### src/design/asbp_pkg.sv
// Shared types and constants for the sample batch packetizer.
// No dependencies; imported by the top level and the checker.
package asbp_pkg;

  // Store depth and the widths that follow from it
  localparam int BATCH_DEPTH = 50;
  localparam int FILL_W      = $clog2(BATCH_DEPTH + 1);
  localparam int ADDR_W      = (BATCH_DEPTH > 1) ? $clog2(BATCH_DEPTH) : 1;
  localparam int SIZE_W      = 6;
  localparam int CMP_W       = (FILL_W > SIZE_W) ? FILL_W : SIZE_W;

  // Field widths
  localparam int TIME_W    = 32;
  localparam int CODE_W    = 24;
  localparam int VERSION_W = 8;
  localparam int COUNT_W   = 6;
  localparam int SEQ_W     = 32;
  localparam int OFFSET_W  = 16;

  // Configuration port
  localparam int CFG_IDX_W  = 2;
  localparam int CFG_DATA_W = 8;
  typedef logic [CFG_IDX_W-1:0] cfg_idx_t;
  localparam cfg_idx_t REG_BATCH_SIZE       = 2'd0;
  localparam cfg_idx_t REG_PROTOCOL_VERSION = 2'd1;

  localparam logic [SIZE_W-1:0]    BATCH_SIZE_RST       = 6'd50;
  localparam logic [VERSION_W-1:0] PROTOCOL_VERSION_RST = 8'd1;

  // Rounded division by 1000: (d + 500) / 1000 = ((d + 500) >> 3) / 125,
  // and x / 125 = (x * ceil(2^37 / 125)) >> 37, exact for x below 2^30.
  localparam logic [TIME_W:0] ROUND_BIAS  = 33'd500;
  localparam int              DIV_IN_W    = 30;
  localparam int              RECIP_W     = 31;
  localparam int              PROD_W      = DIV_IN_W + RECIP_W;
  localparam logic [RECIP_W-1:0] RECIP    = 31'd1099511628;
  localparam int              RECIP_SHIFT = 37;

  typedef struct packed {
    logic [OFFSET_W-1:0] offset;
    logic [CODE_W-1:0]   first;
    logic [CODE_W-1:0]   second;
  } record_t;

  localparam int REC_W = $bits(record_t);

  typedef enum logic [2:0] {
    ST_IDLE,
    ST_MUL,
    ST_STORE,
    ST_HDR,
    ST_RD,
    ST_EMIT
  } state_t;

endpackage

### src/design/asbp_ram.sv
// Generic simple dual-port RAM: one write port, one read port, registered read.
// No dependencies.
module asbp_ram #(
  parameter int WIDTH  = 64,
  parameter int DEPTH  = 50,
  parameter int ADDR_W = (DEPTH > 1) ? $clog2(DEPTH) : 1
) (
  input  logic              clk,
  input  logic              wr_en,
  input  logic [ADDR_W-1:0] wr_addr,
  input  logic [WIDTH-1:0]  wr_data,
  input  logic              rd_en,
  input  logic [ADDR_W-1:0] rd_addr,
  output logic [WIDTH-1:0]  rd_data
);

  logic [WIDTH-1:0] mem [DEPTH];
  logic [WIDTH-1:0] rd_data_r;

  always_ff @(posedge clk) begin
    if (wr_en) begin
      mem[wr_addr] <= wr_data;
    end
    if (rd_en) begin
      rd_data_r <= mem[rd_addr];
    end
  end

  assign rd_data = rd_data_r;

endmodule

### src/design/adc_sample_batch_packetizer.sv
// Top level of the sample batch packetizer: frame intake, offset arithmetic,
// record store and packet flush. Depends on asbp_pkg and asbp_ram.
//
//  channel | direction | handshake           | payload
//  --------+-----------+---------------------+------------------------------------------
//  in_     | in        | in_valid / in_stall | frame_time_us, first_code, second_code,
//          |           |                     | conversion_ok
//  out_    | out       | out_valid/out_stall | item_kind, version_byte, record_count,
//          |           |                     | sequence_number, offset_ms, first/second_value, last
//  cfg_    | in        | cfg_we              | cfg_index, cfg_wdata (batch_size, protocol_version)
//
// A dropped frame is taken in the idle state and discarded; a good frame passes
// through accept, reciprocal multiply and store write. A flush emits a header, then
// reads and emits each record in turn, as the record RAM has a registered read. Reset
// clears the counters and needs no clearing pass: a record is only read after it was
// written in the same batch. A stall on the output holds the pending request in the
// output register; the flush waits on it.
module adc_sample_batch_packetizer
  import asbp_pkg::*;
(
  input  logic                        clk,
  input  logic                        rst_n,

  input  logic                        in_valid,
  output logic                        in_stall,
  input  logic [TIME_W-1:0]           in_frame_time_us,
  input  logic [CODE_W-1:0]           in_first_code,
  input  logic [CODE_W-1:0]           in_second_code,
  input  logic                        in_conversion_ok,

  output logic                        out_valid,
  input  logic                        out_stall,
  output logic                        out_item_kind,
  output logic [VERSION_W-1:0]        out_version_byte,
  output logic [COUNT_W-1:0]          out_record_count,
  output logic [SEQ_W-1:0]            out_sequence_number,
  output logic [OFFSET_W-1:0]         out_offset_ms,
  output logic signed [CODE_W-1:0]    out_first_value,
  output logic signed [CODE_W-1:0]    out_second_value,
  output logic                        out_last,

  input  logic                        cfg_we,
  input  cfg_idx_t                    cfg_index,
  input  logic [CFG_DATA_W-1:0]       cfg_wdata
);

  // Control state
  state_t              state_r, state_nxt;
  logic [FILL_W-1:0]   fill_r, fill_nxt;
  logic [TIME_W-1:0]   start_r, start_nxt;
  logic [SEQ_W-1:0]    seq_r, seq_nxt;
  logic [ADDR_W-1:0]   rd_idx_r, rd_idx_nxt;
  logic                out_valid_r, out_valid_nxt;

  // Configuration
  logic [SIZE_W-1:0]    batch_size_r;
  logic [VERSION_W-1:0] version_r;

  // Datapath
  logic [DIV_IN_W-1:0] n3_r, n3_nxt;
  logic [PROD_W-1:0]   prod_r, prod_nxt;
  logic [CODE_W-1:0]   c1_r, c1_nxt;
  logic [CODE_W-1:0]   c2_r, c2_nxt;

  // Output register
  logic                     kind_r, kind_nxt;
  logic [VERSION_W-1:0]     ver_r, ver_nxt;
  logic [COUNT_W-1:0]       cnt_r, cnt_nxt;
  logic [SEQ_W-1:0]         oseq_r, oseq_nxt;
  logic [OFFSET_W-1:0]      off_r, off_nxt;
  logic [CODE_W-1:0]        v1_r, v1_nxt;
  logic [CODE_W-1:0]        v2_r, v2_nxt;
  logic                     last_r, last_nxt;

  // Record RAM
  logic                ram_wr_en;
  logic                ram_rd_en;
  record_t             ram_wr_rec;
  logic [REC_W-1:0]    ram_rd_data;
  record_t             ram_rd_rec;

  logic [CMP_W-1:0]    eff_size;
  logic [CMP_W-1:0]    bs_ext;
  logic [FILL_W-1:0]   fill_inc;
  logic [TIME_W-1:0]   diff;
  logic [TIME_W:0]     biased;
  logic                slot_free;
  logic                rec_is_last;

  asbp_ram #(
    .WIDTH  (REC_W),
    .DEPTH  (BATCH_DEPTH),
    .ADDR_W (ADDR_W)
  ) u_store (
    .clk     (clk),
    .wr_en   (ram_wr_en),
    .wr_addr (fill_r[ADDR_W-1:0]),
    .wr_data (ram_wr_rec),
    .rd_en   (ram_rd_en),
    .rd_addr (rd_idx_r),
    .rd_data (ram_rd_data)
  );

  assign ram_rd_rec = record_t'(ram_rd_data);

  // Clamp the batch size: zero acts as one, anything past the store as its depth
  always_comb begin
    bs_ext = CMP_W'(batch_size_r);
    priority if (bs_ext == '0) begin
      eff_size = CMP_W'(1);
    end else if (bs_ext > CMP_W'(BATCH_DEPTH)) begin
      eff_size = CMP_W'(BATCH_DEPTH);
    end else begin
      eff_size = bs_ext;
    end
  end

  assign fill_inc    = FILL_W'(fill_r + 1'b1);
  assign slot_free   = !out_valid_r || !out_stall;
  assign rec_is_last = (FILL_W'(rd_idx_r) + FILL_W'(1)) == fill_r;
  assign ram_wr_rec  = '{offset: prod_r[RECIP_SHIFT +: OFFSET_W], first: c1_r, second: c2_r};

  // Offset from the batch's first frame; the first frame of a batch starts at zero
  assign diff   = (fill_r == '0) ? '0 : (in_frame_time_us - start_r);
  assign biased = {1'b0, diff} + ROUND_BIAS;

  assign in_stall = (state_r != ST_IDLE);

  always_comb begin
    state_nxt     = state_r;
    fill_nxt      = fill_r;
    start_nxt     = start_r;
    seq_nxt       = seq_r;
    rd_idx_nxt    = rd_idx_r;
    n3_nxt        = n3_r;
    prod_nxt      = prod_r;
    c1_nxt        = c1_r;
    c2_nxt        = c2_r;
    ram_wr_en     = 1'b0;
    ram_rd_en     = 1'b0;

    // Drop the pending request once taken
    out_valid_nxt = out_valid_r && out_stall;
    kind_nxt      = kind_r;
    ver_nxt       = ver_r;
    cnt_nxt       = cnt_r;
    oseq_nxt      = oseq_r;
    off_nxt       = off_r;
    v1_nxt        = v1_r;
    v2_nxt        = v2_r;
    last_nxt      = last_r;

    unique case (state_r)
      ST_IDLE: begin
        if (in_valid && in_conversion_ok) begin
          if (fill_r == '0) begin
            start_nxt = in_frame_time_us;
          end
          n3_nxt    = biased[TIME_W:3];
          c1_nxt    = in_first_code;
          c2_nxt    = in_second_code;
          state_nxt = ST_MUL;
        end
      end
      ST_MUL: begin
        prod_nxt  = PROD_W'(n3_r) * PROD_W'(RECIP);
        state_nxt = ST_STORE;
      end
      ST_STORE: begin
        ram_wr_en = 1'b1;
        fill_nxt  = fill_inc;
        if (CMP_W'(fill_inc) >= eff_size) begin
          state_nxt = ST_HDR;
        end else begin
          state_nxt = ST_IDLE;
        end
      end
      ST_HDR: begin
        if (slot_free) begin
          out_valid_nxt = 1'b1;
          kind_nxt      = 1'b0;
          ver_nxt       = version_r;
          cnt_nxt       = COUNT_W'(fill_r);
          oseq_nxt      = seq_r;
          off_nxt       = '0;
          v1_nxt        = '0;
          v2_nxt        = '0;
          last_nxt      = 1'b0;
          rd_idx_nxt    = '0;
          state_nxt     = ST_RD;
        end
      end
      ST_RD: begin
        ram_rd_en = 1'b1;
        state_nxt = ST_EMIT;
      end
      ST_EMIT: begin
        // Read data holds in the RAM output register until the next read
        if (slot_free) begin
          out_valid_nxt = 1'b1;
          kind_nxt      = 1'b1;
          ver_nxt       = '0;
          cnt_nxt       = '0;
          oseq_nxt      = '0;
          off_nxt       = ram_rd_rec.offset;
          v1_nxt        = ram_rd_rec.first;
          v2_nxt        = ram_rd_rec.second;
          last_nxt      = rec_is_last;
          if (rec_is_last) begin
            seq_nxt   = seq_r + 1'b1;
            fill_nxt  = '0;
            start_nxt = '0;
            state_nxt = ST_IDLE;
          end else begin
            rd_idx_nxt = rd_idx_r + 1'b1;
            state_nxt  = ST_RD;
          end
        end
      end
      default: begin
        state_nxt = ST_IDLE;
      end
    endcase
  end

  // Control registers
  always_ff @(posedge clk) begin
    if (!rst_n) begin
      state_r     <= ST_IDLE;
      fill_r      <= '0;
      start_r     <= '0;
      seq_r       <= '0;
      rd_idx_r    <= '0;
      out_valid_r <= 1'b0;
    end else begin
      state_r     <= state_nxt;
      fill_r      <= fill_nxt;
      start_r     <= start_nxt;
      seq_r       <= seq_nxt;
      rd_idx_r    <= rd_idx_nxt;
      out_valid_r <= out_valid_nxt;
    end
  end

  // Configuration registers; an unknown index is ignored
  always_ff @(posedge clk) begin
    if (!rst_n) begin
      batch_size_r <= BATCH_SIZE_RST;
      version_r    <= PROTOCOL_VERSION_RST;
    end else if (cfg_we) begin
      if (cfg_index == REG_BATCH_SIZE) begin
        batch_size_r <= cfg_wdata[SIZE_W-1:0];
      end else if (cfg_index == REG_PROTOCOL_VERSION) begin
        version_r <= cfg_wdata[VERSION_W-1:0];
      end
    end
  end

  // Payload registers
  always_ff @(posedge clk) begin
    n3_r   <= n3_nxt;
    prod_r <= prod_nxt;
    c1_r   <= c1_nxt;
    c2_r   <= c2_nxt;
    kind_r <= kind_nxt;
    ver_r  <= ver_nxt;
    cnt_r  <= cnt_nxt;
    oseq_r <= oseq_nxt;
    off_r  <= off_nxt;
    v1_r   <= v1_nxt;
    v2_r   <= v2_nxt;
    last_r <= last_nxt;
  end

  assign out_valid           = out_valid_r;
  assign out_item_kind       = kind_r;
  assign out_version_byte    = ver_r;
  assign out_record_count    = cnt_r;
  assign out_sequence_number = oseq_r;
  assign out_offset_ms       = off_r;
  assign out_first_value     = v1_r;
  assign out_second_value    = v2_r;
  assign out_last            = last_r;

endmodule

### config.mk
export PLATFORM = sky130hd
export DESIGN_NAME = adc_sample_batch_packetizer
export DESIGN_NICKNAME = d
export VERILOG_FILES = /design/src/design/asbp_pkg.sv /design/src/design/asbp_ram.sv /design/src/design/adc_sample_batch_packetizer.sv
export SDC_FILE = /design/constraint.sdc
export NUM_CORES = 2
export LEC_CHECK = 0
export BUFFER_PORTS_ARGS = -buffer_cell sky130_fd_sc_hd__buf_2
export CAP_MARGIN = 10
export CORE_ASPECT_RATIO = 0.5
export CORE_MARGIN = 8
export CORE_UTILIZATION = 57
export DETAILED_ROUTE_END_ITERATION = 10
export PLACE_DENSITY = 0.79
export SKIP_LAST_GASP = 1
export SLEW_MARGIN = 40
export SYNTH_ARGS = -nofsm -noshare
export SYNTH_HDL_FRONTEND = slang
export SYNTH_SLANG_ARGS = --single-unit
### constraint.sdc
create_clock -name clk -period 8.6 [get_ports clk]
set_input_delay 1.72 -clock clk [delete_from_list [all_inputs] [get_ports clk]]
set_output_delay 1.72 -clock clk [all_outputs]
set_load 0.01 [all_outputs]
==> impl_metrics.csv <==
group,metric,value,unit
status,status,"complete, but fails checks",
status,violations,"design-rule violations",
finish,drive_above_1_share,24.3,%
cts,cts_made_buffers,305,
detailed_routing,viasPerCell,6.97,
grt,grt_overflow,0,
critical_path,crit_top_cell,"fa_1",
cts,tritoncts_num_sinks,3564,
placement,post_dp_cell_area,157000,um2
critical_path,cp_slowest_cell,"edfxtp_1",
synth,syn_area,150000,um2
critical_path,crit_required,9160,ps
cts,htree_levels,5,
detailed_routing,dr.pass1.iters,9,
synth,ys_seq_area_share,70.8,%
cts,cts_max_path_buffers,4,
cts,cts_tree,"yes",
critical_path,path_cells,"ha_1, fa_1, fa_1, inv_1, fa_1, inv_1, fa_1, fa_1, fa_1, inv_1, fa_1, inv_1, ha_1, and3_1, nand2_1, a2111oi_0, a221o_1, o21ai_0, a31oi_1, nor2_1, o21ai_1, a21oi_1, xnor2_1",
floorplanning,coreArea,262000,um2
sta,drv_slew,0,
finish,area.growth.synth_to_final,11.5,%
synth,synthXorXnorAreaFrac,0.623,%
critical_path,crit_path_max_incr_delay,640,ps
synth,synth_top_family_by_area,"multiplexers",
worst_hold_path,hp-class,"reg -> reg",
synth,synth-edff-count,3470,
detailed_routing,drcViolationCount,1,
sta,finalSetupTns,0,ps
cts,cts_setup_buffers,0,
detailed_routing,wl_per_cell,37.2,um
detailed_routing,drtIter0Drc,13306,
synth,synthSimpleGateAreaFrac,2.36,%
grt,grt_max_degree,124,
floorplanning,start_util,57.1,%
critical_path,cp_data_arrival_time,8530,ps
finish,nNetsFinal,8557,
synth,synth.net_count,8104,
placement,post-place-ws,733,ps
grt,grt_util_all_layers,30.2,%
sta,relSlewSlack,34.2,%
synth,ys.flop_type,"edfxtp_1",
flow_run,maxCapViolCount,0,
sta,hold_viol,0,
detailed_routing,ant_nets,0,
critical_path,critPathBufInv,4,
synth,synth_area_leader_cell,"edfxtp_1",
floorplanning,ios,210,
floorplanning,die-area,280000,um2
synth,yosys_warnings,0,
power,ir_drop,0.000398,V
power,power_density,252,nW/um2
floorplanning,rows,133,
sta,rsz0062_at_grt,"no",
detailed_routing,vias,80583,
synth,synth_fa_ha_area_share,6.82,%
sta,finalSetupViolations,0,
synth,synthArstFlopShare,0,%
placement,dpl.hpwl,210000,um
finish,final_core_util,63.7,%
critical_path,criticalPathCategory,"reg -> reg",
synth,synth_top_area_share,69.6,%
synth,synth_cell_types,85,
finish,num-fill-cells,16031,
critical_path,worst-path-max-fanout,10,
sta,tightestPinTransition,987,ps
sta,worst_slack,632,ps
cts,insertion_delay,900,ps
critical_path,worst_setup_path_end_kind,"register",
finish,final_cells,11554,
sta,skew,94.1,ps
synth,synth-seq-cells,3564,
critical_path,critical_path.top_delay_family,"adder cells",
cts,post_cts_resized,0,
sta,min_period,7970,ps
placement,dp.cells,11002,
sta,min_period_over_period,92.6,%
grt,antenna_found_initial,12,
synth,syn_inst,7356,
power,leakagePower,53.9,nW
cts,clkTransAtPathRegs,70,ps
critical_path,crit_path_start_kind,"register",
synth,synth_compound_area_share,1.73,%
cts,ctsHoldBuffers,0,
synth,postSynthAreaPerCell,20.4,um2
synth,synthMuxAreaShare,15.5,%
sta,fmax,126,MHz
placement,port_buffers,209,
grt,grt_pass1_vias,81116,
placement,place.gp.congestion,0.869,
synth,yosys-top-cells-area,"edfxtp_1 (70%), mux4_2 (15%), fa_1 (3.6%)",
grt,grt_first_pass_wirelength,604000,um
floorplanning,die_h,378,um
finish,finish.instance_area,167000,um2
floorplanning,die_x,741,um
cts,root_buffer,"clkbuf_16",
detailed_routing,wl,430000,um
[report_power, final]
| group | total [mW] | internal [mW] | switching (mW) | leakage (nW) |
|---|---|---|---|---|
| registers | 19.7 | 19.7 | 0.0630 | 31.8 |
| logic | 8.17 | 3.18 | 4.99 | 17.3 |
| clock network | 14.2 | 7.55 | 6.60 | 4.73 |
| total | 42.1 | 30.4 | 11.7 | 53.9 |
[layout by cell type (no fill, tap or decap), types with 100 or more instances in the layout]
cell type,count
edfxtp_1,3470
mux4_2,968
inv_1,542
ha_1,379
clkbuf_16,314
fa_1,273
buf_2,209
nand2_1,185
and2_1,152
buf_4,143
mux2i_1,127
o21ai_0,100
[kinds of logic after synthesis]
| kind of cell | count (synthesis) |
|---|---|
| simple gates | 677 |
| buf+inv | 858 |
| flops | 3564 |
| xor+xnor | 105 |
| mux | 1105 |
| fa+ha+maj | 652 |
| compound gates | 395 |
[worst min-delay path: cells and delay by family, from the launching register on]
kind             cells  cell delay [ps]
AO/OA/AOI/OAI        1               70
flip-flops           1              310
AND/OR/NAND/NOR      1               50
[area by class of cell]
| type | instances | area, um2 | area share [%] |
|---|---|---|---|
| Sequential cell | 3564 | 106000 | 63.5 |
| Multi-Input combinational cell | 2934 | 40900 | 24.5 |
| Inverter | 543 | 2040 | 1.22 |
| Clock buffer | 369 | 8070 | 4.83 |
| Tap cell | 3510 | 4390 | 2.63 |
| Clock inverter | 167 | 1590 | 0.950 |
| Antenna cell | 6 | 15.0 | 0.00899 |
| Timing Repair Buffer | 461 | 3960 | 2.37 |
[through the flow]
stage	hold WS, ps	power [mW]
after floorplan	436	25.8
after global placement	447	28.0
after detailed placement	465	28.2
after CTS	479	42.1
after global routing	503	43.8
final	475	42.1
[sequential cells by signal, indices dropped and copies added (netlist names)]
signal / flops
c2_r: 24
version_r: 8
batch_size_r: 6
prod_r: 16
start_r: 32
rd_idx_r: 6
out_last: 1
n3_r: 30
out_record_count: 6
out_version_byte: 8
state_r: 3
seq_r: 32
c1_r: 24
u_store.rd_data: 64
fill_r: 6
out_offset_ms: 16
out_first_value: 24
u_store.mem: 3200
out_sequence_number: 32
out_valid: 1
out_second_value: 24
out_item_kind: 1
[layer usage]
layer | track usage [%] | wire (um) | up-vias | part of all wire, %
li1 | - | - | 30233 | -
met1 | 39.2 | 144000 | 41387 | 33
met2 | 48.5 | 205000 | 7511 | 48
met3 | 7.18 | 54900 | 1448 | 13
met4 | 15.3 | 25700 | 4 | 6.0
met5 | 0 | 25 | - | 0.0058
[worst paths after layout]
check                                start                       end  slack, ps  depth (start not counted)
setup / recovery        n3_r[15]$_DFFE_PP_      prod_r[45]$_DFFE_PP_        630                         23
hold / removal    start_r[19]$_SDFFE_PN0P_  start_r[19]$_SDFFE_PN0P_        480                          2
hold reg to reg   start_r[19]$_SDFFE_PN0P_  start_r[19]$_SDFFE_PN0P_        480                          2
setup reg to reg        n3_r[15]$_DFFE_PP_      prod_r[45]$_DFFE_PP_        630                         23
[cell usage after synthesis (6+ instances only)]
master	count
a21oi_1	69
mux2_2	10
o21ai_0	105
nor3_1	26
buf_1	66
inv_1	543
clkbuf_1	231
or3_1	9
a31oi_1	7
edfxtp_1	3470
o211ai_1	64
nand2_1	186
mux4_2	968
fa_1	273
a22oi_1	8
xnor2_1	63
nand3_1	60
nand2b_1	11
nor2_1	108
xor2_1	41
nand4_1	24
nor2b_1	27
mux2i_1	127
ha_1	379
buf_2	15
a21o_1	36
nand3b_1	6
a21boi_0	38
and3_1	21
o31ai_1	6
dfxtp_1	94
and2_1	152
a211oi_1	6
o21a_1	8
Note: power is estimated with default switching activity, not from simulation.
